[config.mk]
export PLATFORM = sky130hd
export DESIGN_NAME = wtfd_div
export DESIGN_NICKNAME = d
export VERILOG_FILES = /design/src/hdl/wtfd_div.sv
export SDC_FILE = /design/constraint.sdc
export NUM_CORES = 1
export LEC_CHECK = 0
export ABC_AREA = 1
export BUFFER_PORTS_ARGS = -buffer_cell sky130_fd_sc_hd__buf_2
export CORE_UTILIZATION = 30
export CTS_CLUSTER_DIAMETER = 30
export DETAILED_ROUTE_END_ITERATION = 16
export SLEW_MARGIN = 10
export SYNTH_ARGS = -nofsm -noshare
export SYNTH_HDL_FRONTEND = slang
export SYNTH_SLANG_ARGS = --single-unit
[constraint.sdc]
create_clock -name clock -period 2.35 [get_ports clock]
set_input_delay 0.47 -clock clock [delete_from_list [all_inputs] [get_ports clock]]
set_output_delay 0.47 -clock clock [all_outputs]
set_load 0.05 [all_outputs]
[src/hdl/wtfd_div.sv]
`timescale 1ns / 1ps

// Restoring divider, one quotient bit per cycle. The partial remainder
// must start below the divisor.
module wtfd_div #(
   parameter int RW = 16,
   parameter int NW = 17
) (
   input  logic          clock,
   input  logic          reset,
   input  logic          start,
   input  logic [RW-1:0] rem_init,
   input  logic [NW-1:0] num,
   input  logic [RW-1:0] divisor,
   output logic          done,
   output logic [NW-1:0] quot,
   output logic [RW-1:0] rem
);

   localparam int CW = $clog2(NW + 1);

   logic          busy_ff;
   logic          done_ff;
   logic [CW-1:0] cnt_ff;
   logic [RW-1:0] rem_ff;
   logic [NW-1:0] num_ff;
   logic [RW-1:0] div_ff;

   logic [RW:0]   trial;
   logic [RW:0]   diff;
   logic          ge;
   logic [RW-1:0] rem_in;
   logic [NW-1:0] num_in;

   assign trial  = {rem_ff, num_ff[NW-1]};
   assign diff   = trial - {1'b0, div_ff};
   assign ge     = trial >= {1'b0, div_ff};
   assign rem_in = ge ? diff[RW-1:0] : trial[RW-1:0];
   assign num_in = {num_ff[NW-2:0], ge};

   always_ff @(posedge clock) begin
      if (reset) begin
         busy_ff <= 1'b0;
         done_ff <= 1'b0;
         cnt_ff  <= '0;
      end else begin
         done_ff <= 1'b0;
         if (start) begin
            busy_ff <= 1'b1;
            cnt_ff  <= '0;
         end else if (busy_ff) begin
            cnt_ff <= cnt_ff + 1'b1;
            if (cnt_ff == CW'(NW - 1)) begin
               busy_ff <= 1'b0;
               done_ff <= 1'b1;
            end
         end
      end
   end

   always_ff @(posedge clock) begin
      if (start) begin
         rem_ff <= rem_init;
         num_ff <= num;
         div_ff <= divisor;
      end else if (busy_ff) begin
         rem_ff <= rem_in;
         num_ff <= num_in;
      end
   end

   assign done = done_ff;
   assign quot = num_ff;
   assign rem  = rem_ff;

endmodule

# After elaboration in Yosys (flattened, before gate mapping)
# Index checks and enable logic that the tools add are counted.
dict set report totals {
  ff_bits 56
  inputBits 52
}
dict set report op_classes {
  n_addsub 2
  magnitude_cmp 1
  n_eq_ne 1
  n_mux 9
  bitwise 1
  n_reduce_logical 3
}
# operator n
set op_table {}
lappend op_table {{two-way mux 16 bit} 3}
lappend op_table {{two-way mux 17 bit} 2}
lappend op_table {{>= comparator 17 x 16 -> 1 bit} 1}
lappend op_table {{subtractor 16 bit} 1}
lappend op_table {{adder 5 x 1 -> 5 bit, second input constant} 1}
lappend op_table {{equality test 5 bit, second input constant} 1}
lappend op_table {{two-way mux 1 bit} 4}
lappend op_table {{OR reduction 3 bit} 1}
lappend op_table {{nonzero test 2 bit} 1}
lappend op_table {{OR reduction 2 bit} 1}
lappend op_table {{NOT 1 bit} 1}

# Longest topological paths before layout
dict set report depth {
  word_depth 4
  ltp_mapped 14
  ltp_nobuf 14
}

# Worst setup path before layout
# No wires, ideal clock.
dict set report synth_path {
  path_kind {flip-flop to flip-flop}
  from {register num_ff[16], in the netlist quot[16]}
  to {register rem_ff[14], in the netlist rem[14] (data pin)}
  setup_ns 0.252
  arrival_ns 2.035
  required_time_ns 2.098
  path_slack_ns 0.062
  path_stages_with_launch 15
  synth_period_minus_slack_ns 2.288
  cell_sequence {edfxtp_1 inv_1 ha_1 inv_1 fa_1 nand3_1 nand3_1 nand2_1 nand2_1 nand2_1 nand2_1 nand2_1 nand3_1 nand2_1 nand2_1}
}
dict set report synth_via {
  elab_chain_cells 4
}
# element line
set synth_lines {}
lappend synth_lines {{start, declared} 26} ;# logic [NW-1:0] num_ff;
lappend synth_lines {{start signal, assigned} 64} ;# num_ff <= num;
lappend synth_lines {{start signal, assigned} 68} ;# num_ff <= num_in;
lappend synth_lines {{subtractor 16 bit / >= comparator 17 x 16 -> 1 bit (equally long branches)} {36, 37}}
lappend synth_lines {{two-way mux 16 bit (*)} 38} ;# assign rem_in = ge ? diff[RW-1:0] : trial[RW-1:0];
lappend synth_lines {{two-way mux 16 bit (*)} 66} ;# end else if (busy_ff) begin
lappend synth_lines {{two-way mux 16 bit (*)} 62} ;# if (start) begin
lappend synth_lines {{end signal, assigned} 63} ;# rem_ff <= rem_init;
lappend synth_lines {{end signal, assigned} 67} ;# rem_ff <= rem_in;
lappend synth_lines {{end, declared} 25} ;# logic [RW-1:0] rem_ff;
# Every way passes the cells marked *; elsewhere a longest branch is shown, timed or not. The select of a mux whose other input is x is not followed.
# A chain may end at the register's enable or synchronous reset.

# Final worst setup path
dict set report layout_path {
  from {register rem_ff[5], in the netlist rem[5]}
  to {register rem_ff[8], in the netlist rem[8] (data pin)}
}
dict set report layout_via {
  elab_chain_cells 4
}
# element line
set layout_lines {}
lappend layout_lines {{subtractor 16 bit / >= comparator 17 x 16 -> 1 bit (equally long branches)} {36, 37}}
lappend layout_lines {{two-way mux 16 bit (*)} 38}
lappend layout_lines {{two-way mux 16 bit (*)} 66}
lappend layout_lines {{two-way mux 16 bit (*)} 62}
# Marks and branches as above.

==> flow_summary.json <==
{
  "syn_nets": 516,
  "dr.pass1.iters": 10,
  "slew_violations": 0,
  "wl_mm": 8.68,
  "drt_iter0_drc": 137,
  "viasPerCell": 4.60,
  "die_w_um": 112,
  "cts_setup_buffers": 0,
  "cp-end-kind": "flop",
  "hold_start": "divisor[7]",
  "setup_viol": 0,
  "num_rows": 39,
  "r2r_slack_ns": 0.16,
  "place_congestion": 0.885,
  "yosysSeqAreaShare": 0.445,
  "die_area_um2": 12500,
  "critPathLaunch": "rem[5]",
  "track_usage": 0.148,
  "path_class": "flop to flop",
  "critPathRequiredTime_ns": 2.40,
  "ys_ff_latch": 56,
  "routed.top_layer": "met4",
  "grt_pass1_wl_mm": 14.9,
  "hold-path-cell-count": 1,
  "cp_max_fo": 11,
  "fin_skew_ns": 0.00532,
  "wl_met1_mm": 3.96,
  "rr_worst_depth": 11,
  "root_buffer": "clkbuf_16",
  "tightest_slew_ns": 0.525,
  "finalHoldViolCount": 0,
  "period_needed_ns": 2.19,
  "dp_hpwl_mm": 6.83,
  "cts_tree": "built",
  "antenna_found_initial": 0,
  "drv_cap": 0,
  "clk_pin_slew_ns": 0.07,
  "peakVddDrop_uv": 358,
  "grt_overflow": 0,
  "arrival_ns": 2.24,
  "cts_buffers": 5,
  "avgSynthCellArea_um2": 8.13,
  "dieHeight_um": 112,
  "leakage_nw": 2.21,
  "p_int_mw": 2.25,
  "setup_tns_ns": 0,
  "dp_slack_ns": 0.129,
  "synthArstFlopShare": 0,
  "area_growth_pct": 20.7,
  "yosysWarnings": 0,
  "slowest_delay_ns": 0.42,
  "p_comb_frac": 0.468,
  "maxSlewHeadroom": 0.650,
  "failed_checks": "design-rule violations",
  "synth_cell_types": 36,
  "synth_edf_count": 49,
  "cp_cell_sequence": "ha_1 > nand2_1 > nor2_2 > nand3_2 > nand3_2 > nand2_4 > nand2_8 > buf_12 > nand2_1 > nand3_1 > nand2_1",
  "syn_inst": 445,
  "synth_area_um2": 3620,
  "status": "finished with violations",
  "r2r_start": "rem[5]",
  "finalCritPeriodShare": 0.930,
  "clkSinkCount": 56,
  "cpMostUsedCell": "nand2_1",
  "core_area_um2": 11600,
  "grt_pass1_vias": 3177,
  "r2r-end": "rem[8]",
  "avgRoutedWirePerCell_um": 12.8,
  "met2WireLength_mm": 4.26,
  "hp-class": "input port to flop",
  "endpoint": "rem[8]",
  "final_layout_size_suffix_gt1_frac": 0.256,
  "multiInputGateArea_um2": 1690,
  "io_buffers": 85,
  "nFillCells": 1215,
  "clockBufferDepth": 2,
  "slowest_stage": "edfxtp_1",
  "drc": 1,
  "p_switching_mw": 1.64,
  "clkLatencyLatePin_ns": 0.30,
  "p_sw_frac": 0.422,
  "cts_htree_levels": 2,
  "rsz0062_at_grt": "no",
  "fin_nets": 606,
  "grt_max_degree": 52,
  "wl_met3_um": 355,
  "regArea_um2": 1610,
  "start_kind": "flop",
  "fin_ws_ns": 0.164,
  "powerDensity_nw_per_um2": 889,
  "fmax_mhz": 457,
  "diodes": 0,
  "synth_flop_cell": "edfxtp_1",
  "sequentialPowerShare": 0.343,
  "antenna_left": 0,
  "start_util": 0.313,
  "power.share.clock": 0.189,
  "num_vias": 3122,
  "ios": 86
}
## cells in the mapped netlist, types with 3 or more instances
master	instances	share of area
nand4_1	6	0.010
nand2_1	165	0.17
nor3_1	7	0.0097
clkbuf_1	6	0.0062
nand3_1	30	0.041
o21ai_0	4	0.0055
edfxtp_1	49	0.41
inv_2	3	0.0031
nand2_2	18	0.031
ha_1	18	0.062
nand3_2	4	0.011
xnor2_1	7	0.017
a21oi_1	9	0.012
nand3b_1	11	0.023
inv_1	60	0.062
dfxtp_1	7	0.039
nor2_1	19	0.020
## layer usage
metal / vias up / track usage
li1: 1602 / -
met5: - / 0
met2: 64 / 0.262
met3: 8 / 0.0240
met1: 1448 / 0.186
met4: 0 / 0.0405
## worst max-delay path, delay by kind of cell, from the launching register on
family | cells | cell delay, ns
AND/OR/NAND/NOR | 9 | 0.96
adder cells (fa/ha/maj) | 1 | 0.41
flip-flops | 1 | 0.42
buffers and inverters | 1 | 0.14
## cells in the final DEF, fill, tap and decap left out, types with 6 or more instances in the layout
master,Yosys,final
xnor2_1,7,7
nand3_1,30,29
nand2_2,18,18
a21oi_1,9,9
nand4_1,6,6
nor3_1,7,7
ha_1,18,18
nor2_1,19,19
dfxtp_1,7,7
buf_4,1,6
inv_1,60,60
nand2_1,165,165
buf_2,0,85
nand3b_1,11,11
edfxtp_1,49,49
## power by group through the flow
stage	Sequential (mW)	Combinational (mW)	Clock [mW]
6_report	1.33	1.82	0.735
5_1_grt	1.35	2.02	0.782
4_1_cts	1.34	1.83	0.752
3_5_place_dp	1.36	1.82	0
3_3_place_gp	1.36	1.81	0
2_1_floorplan	1.69	1.06	0
## registers in the layout, indices dropped and copies added (netlist names)
| register | count |
|---|---|
| rem | 16 |
| cnt_ff | 5 |
| done | 1 |
| div_ff | 16 |
| quot | 17 |
| busy_ff | 1 |
## logic make-up after synthesis
| logic type | share of synthesized area |
|---|---|
| AND/OR/NAND/NOR | 0.348 |
| buffers and inverters | 0.0902 |
| flip-flops | 0.445 |
| adder cells (fa/ha/maj) | 0.0678 |
| AO/OA/AOI/OAI | 0.0290 |
| XOR/XNOR | 0.0194 |
## timing repair
action	4_1_cts	5_1_grt
endpoints found under the setup margin	0	4
hold buffers	0	0
gates resized for setup	0	4
## worst min-delay path by stage
stage                     slack [ns]    endpoint
after floorplan                 0.48        done
after global placement          0.50   cnt_ff[1]
after detailed placement        0.51   cnt_ff[2]
after CTS                       0.34  div_ff[12]
after global routing            0.34   div_ff[8]
final                           0.35   div_ff[7]
## per-stage QoR
stage,cells,total power [mW],utilization,hold WS (ns),area [um2]
2_1_floorplan,445,2.75,-,0.477,3620
3_3_place_gp,671,3.17,0.365,0.503,4220
3_5_place_dp,671,3.17,0.365,0.513,4220
4_1_cts,679,3.92,0.377,0.343,4360
5_1_grt,679,4.16,0.378,0.341,4370
6_report,679,3.89,0.378,0.346,4370
## final cells by class
type / count / area share
Sequential cell: 56 / 0.369
Multi-Input combinational cell: 314 / 0.386
Clock inverter: 1 / 0.00115
Inverter: 64 / 0.0550
Timing Repair Buffer: 94 / 0.117
Tap cell: 143 / 0.0409
Clock buffer: 7 / 0.0303
No activity file was read; power rests on OpenSTA's default activity.
