### src/hdl/wtfd_pkg.sv
`timescale 1ns / 1ps

package wtfd_pkg;

   localparam int TABLE_DEPTH_DEF = 4096;
   localparam int DELAY_DEPTH_DEF = 16384;
   localparam int SAMPLE_BITS_DEF = 16;

   localparam logic [1:0] MODE_AUDIO  = 2'd0;
   localparam logic [1:0] MODE_WRITE  = 2'd1;
   localparam logic [1:0] MODE_COMMIT = 2'd2;

   localparam logic [1:0] CSR_INC_SCALE = 2'd0;
   localparam logic [1:0] CSR_SPMS      = 2'd1;
   localparam logic [1:0] CSR_DLEN      = 2'd2;
   localparam logic [1:0] CSR_FLEN      = 2'd3;

   localparam logic [23:0] INC_SCALE_RST = 24'd1431656;
   localparam logic [15:0] SPMS_RST      = 16'd12288;
   localparam logic [14:0] DLEN_RST      = 15'd12001;
   localparam logic [15:0] FLEN_RST      = 16'd24000;

   // Unity gain in Q16 and the odd polynomial coefficients of the fade curve.
   localparam logic [16:0] GAIN_ONE = 17'd65536;
   localparam logic [16:0] FADE_A1  = 17'd102920;
   localparam logic [16:0] FADE_A3  = 17'd42107;
   localparam logic [16:0] FADE_A5  = 17'd4728;

   // Bits shifted through the shared divider.
   localparam int DIV_NUM_W = 17;

endpackage

### src/hdl/wtfd_gain.sv
`timescale 1ns / 1ps

// Quarter-sine fade gain in Q16, evaluated over four products on one
// shared multiplier.
module wtfd_gain (
   input  logic        clock,
   input  logic        reset,
   input  logic        start,
   input  logic [16:0] x,
   output logic        done,
   output logic [16:0] g
);

   logic        busy_ff;
   logic        done_ff;
   logic [2:0]  stp_ff;
   logic [16:0] x_ff;
   logic [16:0] x2_ff;
   logic [33:0] prod_ff;
   logic [16:0] g_ff;

   logic [17:0] mid;
   logic [16:0] t_now;
   logic [16:0] u_now;
   logic [16:0] opa;
   logic [16:0] opb;
   logic [33:0] prod_in;

   assign mid   = prod_ff[33:16];
   assign t_now = wtfd_pkg::FADE_A3 - mid[16:0];
   assign u_now = wtfd_pkg::FADE_A1 - mid[16:0];

   always_comb begin
      unique case (stp_ff)
         3'd0: begin
            opa = x_ff;
            opb = x_ff;
         end
         3'd1: begin
            opa = mid[16:0];
            opb = wtfd_pkg::FADE_A5;
         end
         3'd2: begin
            opa = x2_ff;
            opb = t_now;
         end
         3'd3: begin
            opa = x_ff;
            opb = u_now;
         end
         default: begin
            opa = x_ff;
            opb = x_ff;
         end
      endcase
   end

   assign prod_in = opa * opb;

   always_ff @(posedge clock) begin
      if (reset) begin
         busy_ff <= 1'b0;
         done_ff <= 1'b0;
         stp_ff  <= '0;
      end else begin
         done_ff <= 1'b0;
         if (start) begin
            busy_ff <= 1'b1;
            stp_ff  <= '0;
         end else if (busy_ff) begin
            stp_ff <= stp_ff + 1'b1;
            if (stp_ff == 3'd4) begin
               busy_ff <= 1'b0;
               done_ff <= 1'b1;
            end
         end
      end
   end

   always_ff @(posedge clock) begin
      if (start) begin
         x_ff <= x;
      end else if (busy_ff) begin
         prod_ff <= prod_in;
         if (stp_ff == 3'd1) begin
            x2_ff <= mid[16:0];
         end
         if (stp_ff == 3'd4) begin
            g_ff <= (mid > {1'b0, wtfd_pkg::GAIN_ONE}) ? wtfd_pkg::GAIN_ONE : mid[16:0];
         end
      end
   end

   assign done = done_ff;
   assign g    = g_ff;

endmodule

### config.mk
export PLATFORM = sky130hd
export DESIGN_NAME = wtfd_gain
export DESIGN_NICKNAME = d
export VERILOG_FILES = /design/src/hdl/wtfd_pkg.sv /design/src/hdl/wtfd_gain.sv
export SDC_FILE = /design/constraint.sdc
export NUM_CORES = 1
export LEC_CHECK = 0
export BUFFER_PORTS_ARGS = -buffer_cell sky130_fd_sc_hd__buf_2
export CAP_MARGIN = 0
export CORE_MARGIN = 1
export CORE_UTILIZATION = 57
export CTS_BUF_LIST = sky130_fd_sc_hd__clkbuf_4
export CTS_CLUSTER_DIAMETER = 120
export DETAILED_ROUTE_END_ITERATION = 7
export PLACE_DENSITY = 0.74
export SLEW_MARGIN = 20
export SYNTH_ARGS = -nofsm -noshare
export SYNTH_HDL_FRONTEND = slang
export SYNTH_SLANG_ARGS = --single-unit
### constraint.sdc
create_clock -name clock -period 9.42 [get_ports clock]
set_clock_uncertainty 0.15 [all_clocks]
set_input_delay 0.942 -clock clock [delete_from_list [all_inputs] [get_ports clock]]
set_output_delay 0.942 -clock clock [all_outputs]
set_load 0.02 [all_outputs]
### After elaboration in Yosys (flattened, before gate mapping)

Index checks and enable logic that the tools add are counted.

| storage, ports and cells | value |
|---|---|
| output and inout bits | 18 |
| input bits | 20 |
| flip-flop bits (word level) | 90 |

| cells by class | value |
|---|---|
| bitwise operators | 2 |
| $lt $le $gt $ge | 1 |
| equal/unequal tests | 4 |
| multiplexer cells | 6 |
| add/subtract/negate cells | 3 |
| reductions and logical operators | 5 |
| multiply operators | 1 |

Operators by type and width:

| cell | count |
|---|---|
| 17-bit case mux with 3 select lines | 1 |
| 17-bit by 17-bit multiplier with 34-bit output | 1 |
| 17-bit case mux with 2 select lines | 1 |
| 18-bit by 17-bit > comparator with 1-bit output (second input constant) | 1 |
| 16-bit by 17-bit subtractor with 17-bit output (first input constant) | 1 |
| 17-bit subtractor (first input constant) | 1 |
| 3-bit by 2-bit equality test with 1-bit output (second input constant) | 2 |
| 3-bit AND reduction | 2 |
| 1-bit two-way mux | 4 |
| 3-bit by 1-bit adder with 3-bit output (second input constant) | 1 |
| 3-bit by 1-bit equality test with 1-bit output (second input constant) | 1 |
| 3-bit equality test (second input constant) | 1 |
| 3-bit OR reduction | 1 |
| 1-bit NOT | 2 |
| 2-bit AND reduction | 1 |
| 2-bit OR reduction | 1 |

### Longest topological paths before layout

| logic depth | value |
|---|---|
| word-level depth | 4 |
| depth in mapped cells | 31 |
| depth with buffers taken out | 29 |

### Least setup slack after synthesis

Ideal clock, no wire load.

| timing path | value |
|---|---|
| path type | register to register |
| start | reg prod_ff[18] |
| end | reg prod_ff[27], data pin |
| required time | 9.012 ns |
| arrival time | 7.164 ns |
| path slack | 1.849 ns |
| cell stages (with the launch flop) | 28 |
| period minus slack after synthesis | 7.571 ns |
| buffers on the path | 2 |
| cell sequence | edfxtp_1 -> clkbuf_1 -> inv_1 -> ha_1 -> a21boi_1 -> xor2_1 -> a221oi_1 -> a21oi_1 -> clkbuf_1 -> nand2_1 -> fa_1 -> fa_1 -> fa_1 -> fa_1 -> inv_1 -> fa_1 -> inv_1 -> fa_1 -> inv_1 -> ha_1 -> nand4_1 -> o221ai_1 -> o221ai_1 -> nand3b_1 -> a31oi_1 -> o31ai_1 -> or2_2 -> xnor2_1 |

| between the ends | value |
|---|---|
| longest elaborated chain between the ends | 3 |

RTL lines:

| element | line | source |
|---|---|---|
| start: declaration | wtfd_gain.sv:19 | `logic [33:0] prod_ff;` |
| start signal: assignment | wtfd_gain.sv:84 | `prod_ff <= prod_in;` |
| 17-bit subtractor or 16-bit by 17-bit subtractor with 17-bit output (tied branches) | wtfd_gain.sv:31, wtfd_gain.sv:30 |  |
| 17-bit case mux with 3 select lines | wtfd_gain.sv:34 | `unique case (stp_ff)` |
| 17-bit by 17-bit multiplier with 34-bit output * | wtfd_gain.sv:58 | `assign prod_in = opa * opb;` |
| net prod_in[27] | wtfd_gain.sv:27 | `logic [33:0] prod_in;` |

The timed path passes the listed nets; every way through them passes the cells marked *.
A chain may end at the register's enable or synchronous reset.

### Final worst setup path

| timing path | value |
|---|---|
| start | reg stp_ff[0] |
| end | reg prod_ff[33], data pin |

| between the ends | value |
|---|---|
| longest elaborated chain between the ends | 3 |

RTL lines:

| element | line | source |
|---|---|---|
| start: declaration | wtfd_gain.sv:16 | `logic [2:0] stp_ff;` |
| start signal: assignment | wtfd_gain.sv:71 | `stp_ff <= stp_ff + 1'b1;` |
| 3-bit by 2-bit equality test with 1-bit output or 3-bit by 1-bit equality test with 1-bit output (tied branches) | wtfd_gain.sv:34 |  |
| 17-bit case mux with 3 select lines or 17-bit case mux with 2 select lines (tied branches) | wtfd_gain.sv:34 |  |
| 17-bit by 17-bit multiplier with 34-bit output * | wtfd_gain.sv:58 |  |
| net prod_in[33] | wtfd_gain.sv:27 |  |

Marks and branches as above.

==> reports/metrics.cfg <==
[layout]
drive_gt1_share_pct = 6.89
fillCellCount = 1850
area_growth_pct = 4.91
num_antenna_cells = 0
fin_nets = 1716

[yosys]
synth_top_area_share_pct = 35.3
muxShareOfSynthArea_pct = 0.0794
synth_top_family_by_area = adder cells
synth_compound_area_share_pct = 9.39
yosysUniqueCellTypes = 57
synthFlopType = edfxtp_1
async_flop_share_pct = 0
syn_avg_cell_area_um2 = 9.35
yosys_register_bits = 74
synthAdderAreaFrac_pct = 46.7
synth_edf_count = 69
synth_area_um2 = 12600
synth_area_leaders = fa_1, edfxtp_1, ha_1, inv_1, nand2_1
synth_common_cells = inv_1, nand2_1, fa_1
synthSimpleGateAreaFrac_pct = 14.7
syn_nets = 1705
synth_top_area_cell = fa_1
synth-xor-area-share_pct = 2.15
synth_cells = 1348
yosysMostFrequentCell = inv_1
yosys_warnings = 0
ys_seq_area_share_pct = 17.2

[routing]
routed_wl_mm = 31.1
route.detailed.drc = 0
firstDrtPassIters = 7
vias = 9712
wire_per_inst_um = 18.9
viasPerCell = 5.91
antenna_left = 0
dr.first_iter.drc_count = 890

[cts]
cts-root-buf = clkbuf_4
post-cts-setup-buffers = 0
cts_buffer_depth = 2
hold_buffers = 0
h-tree-depth = 3
cts_resized = 0
clkLatencyLatePin_ps = 430
cts_inserted_buffers = 9
cts_tree = done
clock-sinks = 74
path_clk_slew_ps = 120

[worst_setup_path]
rr_worst_depth = 28
crit_path_frequent_cell = fa_1
critical_path_arrival_ps = 8660
crit_path_max_incr_delay_ps = 600
critPathRequiredTime_ps = 9450
r2r_start = stp_ff[0]$_SDFFE_PP0P_
reg2reg_slack_ps = 790
slowest_stage = nor2_1
rr_endpoint = prod_ff[33]$_DFFE_PP_
crit_fanout = 34
endpoint_kind = flip-flop
start_kind = flip-flop
path_class = flip-flop to flip-flop

[floorplan]
die_x_um = 151
rows = 54
core_um2 = 21800
num_io_pins = 38
dieArea_um2 = 22700
initial_core_util_pct = 57.9
die_h_um = 151

[timing]
fin_crit_sh_pct = 91.6
drv_slew = 0
min_period_ps = 8630
max_freq_mhz = 116
tightest_slew_ps = 1020
hold_viol_final = 0
relSlewSlack_pct = 32.3
worst_slack_ps = 790
setup_viol = 0
tns_ps = 0
rsz0062_at_grt = no

[worst_hold_path]
hold_end = stp_ff[1]$_SDFFE_PP0P_
hold_class = flip-flop to flip-flop
whs_path_depth = 2
min_from = stp_ff[1]$_SDFFE_PP0P_

[global_route]
grt_use_total_pct = 29.8
grt_pass1_vias = 9934
grt_max_degree = 35
grt_pass1_wl_mm = 50.7
antenna_found_initial = 0
grt_overflow = 0

[status]
status = finished, final reports clean

[place]
port_buffers = 37
dpl.hpwl_mm = 25.7
gp_congestion = 0.929
dp_slack_ps = 957

[run]
cap_viol_max_count = 0

## stage by stage
stage	hold slack, ps	util (%)	cell area (um^2)	std cells
after detailed placement	410	60.1	13100	1628
after global routing	460	60.8	13200	1644
after CTS	430	60.8	13200	1644
after global placement	385	60.1	13100	1627
after floorplan	271	-	12600	1348
final	432	60.8	13200	1644
## flip-flops by register name (all words and copies together), names as in the netlist
name,count
prod_ff,18
stp_ff,3
g,17
done,1
x2_ff,17
busy_ff,1
x_ff,17
## worst max-delay path, delay by kind of cell (launching register included)
kind	cells	cell delay, ps
fa+ha+maj	8	3540
compound gates	6	1720
simple gates	7	1720
buf+inv	6	720
flops	1	370
xor+xnor	1	140
## area by class of cell
class	count	area (um^2)	share of cell area, %
clock inverter	7	82.6	0.625
inverter	261	980	7.41
sequential	74	2170	16.4
clock buffer	9	67.6	0.511
tap	280	350	2.65
multi-input combinational	953	9220	69.7
timing repair buffer	60	355	2.69
## kinds of logic (layout without fill, tap and decap cells)
logic type	after synthesis	after routing
AO/OA/AOI/OAI	160	160
XOR/XNOR	31	31
adder cells (fa/ha/maj)	337	337
buffers and inverters	321	337
flip-flops	74	74
multiplexers	1	1
AND/OR/NAND/NOR	424	424
## per-layer routing
metal | vias up | track usage (%) | share of wire, %
li1 | 4305 | - | -
met1 | 4948 | 37.7 | 39
met2 | 386 | 53.2 | 51
met3 | 73 | 3.09 | 6.3
met4 | 0 | 10.5 | 3.6
met5 | - | 0 | 0
## worst max-delay path by stage
stage	cells past startpoint	slack, ps	endpoint	from
6_report	28	790	prod_ff[33]$_DFFE_PP_	stp_ff[0]$_SDFFE_PP0P_
5_1_grt	27	420	prod_ff[33]$_DFFE_PP_	prod_ff[18]$_DFFE_PP_
4_1_cts	28	920	prod_ff[33]$_DFFE_PP_	stp_ff[0]$_SDFFE_PP0P_
3_5_place_dp	28	960	prod_ff[33]$_DFFE_PP_	stp_ff[0]$_SDFFE_PP0P_
3_3_place_gp	28	1030	prod_ff[33]$_DFFE_PP_	stp_ff[0]$_SDFFE_PP0P_
2_1_floorplan	27	1850	prod_ff[27]$_DFFE_PP_	prod_ff[18]$_DFFE_PP_
## cells in the final DEF (no fill, tap or decap), drive strengths merged, types with 3 or more instances in the layout
cell type  count
inv          265
nand2        231
fa           222
ha           115
nor2          81
edfxtp        69
buf           60
a21oi         40
and2          40
o21ai         23
nand3         22
xnor2         20
a31oi         16
a221o         15
a221oi        14
and3          13
xor2          11
a22oi         11
clkbuf         9
nor3           9
or3            7
o21a           6
a21o           6
nand4          5
dfxtp          5
o31ai          5
o211ai         4
nor2b          4
a211o          3
nand2b         3
Power is left out: the tool's default activity adds up to more than one toggle a clock period on the data nets, which glitch-free logic cannot reach.
